<file path="src/rtl/kpg_ram.sv">
// Generic single-port RAM with registered read data.
// Standalone; used for the key table and the cell mask store.
module kpg_ram #(
    parameter int WIDTH = 8,
    parameter int DEPTH = 16
) (
    input  logic                     aclk,
    input  logic                     we,
    input  logic [$clog2(DEPTH)-1:0] addr,
    input  logic [WIDTH-1:0]         wdata,
    output logic [WIDTH-1:0]         rdata
);
    logic [WIDTH-1:0] mem [DEPTH];

    always_ff @(posedge aclk) begin
        if (we) begin
            mem[addr] <= wdata;
        end
        rdata <= mem[addr];
    end
endmodule

</file>
<file path="config.mk">
export PLATFORM = sky130hd
export DESIGN_NAME = kpg_ram
export DESIGN_NICKNAME = d
export VERILOG_FILES = /design/src/rtl/kpg_ram.sv
export SDC_FILE = /design/constraint.sdc
export NUM_CORES = 1
export LEC_CHECK = 0
export ABC_AREA = 0
export ABC_CLOCK_PERIOD_IN_PS = 2200
export BUFFER_PORTS_ARGS = -buffer_cell sky130_fd_sc_hd__buf_2
export CORE_MARGIN = 5
export CORE_UTILIZATION = 55
export DETAILED_ROUTE_END_ITERATION = 6
export GPL_TIMING_DRIVEN = 1
export PLACE_DENSITY_LB_ADDON = 0.08
export SLEW_MARGIN = 20
export SYNTH_ARGS = -nofsm -noshare
export SYNTH_HDL_FRONTEND = slang
export SYNTH_SLANG_ARGS = --single-unit
export TNS_END_PERCENT = 100
</file>
<file path="constraint.sdc">
create_clock -name aclk -period 2.2 [get_ports aclk]
set_clock_uncertainty 0.15 [all_clocks]
set_input_delay 0.22 -clock aclk [delete_from_list [all_inputs] [get_ports aclk]]
set_output_delay 0.22 -clock aclk [all_outputs]
set_load 0.005 [all_outputs]
</file>
==> qor.log <==
INFO  logic_synthesis synthesis.nets=244
INFO  sta            final_max_slew_viol_count=0
INFO  clocking       clkLatencyLatePin=0.51ns
INFO  floorplanning  die_width=106µm
INFO  clocking       cts_setup_buffers=0
INFO  routing        ant_nets=0
INFO  setup_path     worst-endpoint-required=2.45ns
INFO  status         run_status=completed
INFO  grt            global_route_wire_length_before_repair=14.8mm
INFO  place          place.detailed.hpwl=5.98mm
INFO  floorplanning  io_pins=22
INFO  layout         layout.filler_cells=608
INFO  floorplanning  initial_core_util=55.6%
INFO  routing        drc=0
INFO  clocking       cts.root.buffer_cell=sky130_fd_sc_hd__clkbuf_8
INFO  sta            post-route-min-period=1.54ns
INFO  floorplanning  die_area=11,200µm²
INFO  grt            grt.met3_usage=4.43%
INFO  power          power_leakage=0.00205µW
INFO  grt            overflow=0
INFO  place          numPortBuffers=21
INFO  sta            rsz0062_at_grt=false
INFO  layout         finish.net_count=302
INFO  logic_synthesis synth.avg_cell_area=22.0µm²
INFO  flow_run       cap_viol_max_count=0
INFO  sta            max_slew.worst_pin.slew=0.710ns
INFO  sta            setup_tns=0ns
INFO  layout         post_route_cells_drive_above_1_share=34.6%
INFO  power          vdd_drop_max=0.000563V
INFO  clocking       clkTransAtPathRegs=0.06ns
INFO  routing        avgRoutedWirePerCell=21.8µm
INFO  routing        finalWirelength=8.97mm
INFO  routing        vias=2,356
INFO  layout         area_added_between_synthesis_and_finish=20.4%
INFO  logic_synthesis synthesis.area=5070µm²
INFO  min_path       hold_path.class=in -> reg
INFO  grt            grt_max_degree=40
INFO  layout         multi_input_area=1000µm²
INFO  power          pwr_density_cell=974nW/µm²
INFO  setup_path     critPathKind=reg -> reg
INFO  logic_synthesis synth_sequential_area_ratio=79.0%
INFO  sta            highest_clock_rate=651MHz
INFO  clocking       cts_sinks=136
INFO  setup_path     crit_path_max_fanout=1
INFO  logic_synthesis synth-warning-count=0
INFO  grt            use_met2=29.0%
INFO  grt            globalRouteMet1Util=25.1%
INFO  clocking       post_cts_hold_buffer_count=8
INFO  clocking       clk_path_buf_depth=2
INFO  sta            slew_limit_headroom=52.6%
INFO  sta            finalHoldViolations=0
INFO  grt            global_route.usage.total=18.3%
INFO  power          p_total=5950µW
INFO  routing        drt_first_pass_iters=4
INFO  clocking       cts_resized=0
INFO  clocking       cts_htree_levels=4
INFO  grt            via_count_of_the_first_global_routing_pass=2,650
INFO  clocking       cts_tree=yes
INFO  setup_path     crit_path_end_kind=register
INFO  setup_path     crit_arrival=1.78ns
INFO  sta            setup_failing_eps_final=0
INFO  logic_synthesis netlist-cell-type-count=18
INFO  routing        route.detailed.vias_per_inst=5.72
INFO  grt            grt.busiest_layer=met2
INFO  clocking       cts_inserted_buffers=17
INFO  logic_synthesis synth_seq_cells=136
INFO  place          gpl.final_weighted_congestion=0.767
INFO  logic_synthesis synthesis.instances=230
INFO  floorplanning  cell_row_count=35
INFO  layout         num_antenna_cells=0
INFO  layout         area.sequential=4000µm²
INFO  floorplanning  chipHeight=106µm
INFO  grt            antenna_found_initial=0
INFO  routing        detail_route.iter0.violations=134
INFO  sta            period_share=69.8%
INFO  setup_path     cp_startpoint_kind=register
INFO  floorplanning  core_region_area=9110µm²
## per-stage QoR
step / cell area, µm² / std cells / util [%] / hold WS (ns) / worst slack (ns)
final: 6100 / 412 / 67.0 / 0.220 / 0.664
after floorplan: 5070 / 230 / - / 0.169 / 0.337
after CTS: 6100 / 412 / 67.0 / 0.187 / 0.654
after global placement: 5430 / 372 / 59.7 / 0.453 / 0.367
after global routing: 6100 / 412 / 67.0 / 0.238 / 0.587
after detailed placement: 5430 / 372 / 59.7 / 0.452 / 0.360
## logic make-up (layout without fill, tap and decap cells)
group	Yosys count	count (layout)	share of synthesized area (%)
buffers and inverters	11	82	1.19
and+or+nand+nor	35	35	3.21
DFF	136	136	79.0
AOI/OAI and AO/OA	16	16	2.37
muxes	32	32	14.2
## cell usage in the layout (no fill, tap or decap), drive strengths merged
| cell | n |
|---|---|
| clkinv | 6 |
| clkbuf | 21 |
| or3b | 1 |
| clkinvlp | 2 |
| nand3b | 2 |
| nor2b | 2 |
| a22oi | 16 |
| nand3 | 1 |
| nand2b | 2 |
| buf | 42 |
| dlygate4sd3 | 8 |
| bufinv | 3 |
| mux4 | 32 |
| and2 | 1 |
| nor3 | 4 |
| dfxtp | 8 |
| nand2 | 9 |
| nor2 | 13 |
| edfxtp | 128 |
## power breakdown
group          switching [µW]  internal [µW]  total (µW)
sequential               16.5           2900        2910
clock                     999           1760        2760
combinational             149            126         275
total                    1160           4780        5950
## registers in the layout, summed over array words and instances, names as in the netlist
name and count:
rdata 8, mem 128
## Yosys cell counts, drive strengths merged
master,n,share of area (%)
nor2b,2,0.25
a22oi,16,2.4
or3b,1,0.17
and2,1,0.12
nor3,4,0.40
buf,8,0.94
mux4,32,14
nand2b,2,0.25
nand3,1,0.099
edfxtp,128,76
nand2,9,0.67
nand3b,2,0.30
clkbuf,3,0.25
nor2,13,0.96
dfxtp,8,3.2
## metal layers
| metal | share of wire (%) | vias up |
|---|---|---|
| li1 | - | 1080 |
| met1 | 44 | 1213 |
| met2 | 51 | 59 |
| met3 | 5.1 | 4 |
| met4 | 0.66 | 0 |
| met5 | 0 | - |
## worst paths after layout
kind / slack (ns) / cells after the start / startpoint / endpoint
max: 0.66 / 3 / mem[3][0]$_DFFE_PP_ / rdata[0]$_DFF_P_
min: 0.22 / 4 / we / mem[15][3]$_DFFE_PP_
max reg2reg: 0.66 / 3 / mem[3][0]$_DFFE_PP_ / rdata[0]$_DFF_P_
min reg2reg: 0.53 / 3 / mem[12][3]$_DFFE_PP_ / rdata[3]$_DFF_P_
## critical path, cell delays in order (launching register included)
cell and delay, ns:
sky130_fd_sc_hd__edfxtp_1 0.39, sky130_fd_sc_hd__mux4_2 0.47, sky130_fd_sc_hd__a22oi_1 0.32, sky130_fd_sc_hd__nand2_1 0.09
## cell type report
cell class	instances	area share, %
sequential	136	65.6
multi-input combinational	83	16.4
tap	111	2.28
clock inverter	11	2.46
timing repair buffer	50	6.03
clock buffer	21	7.20
(Power assumes the default switching activity.)
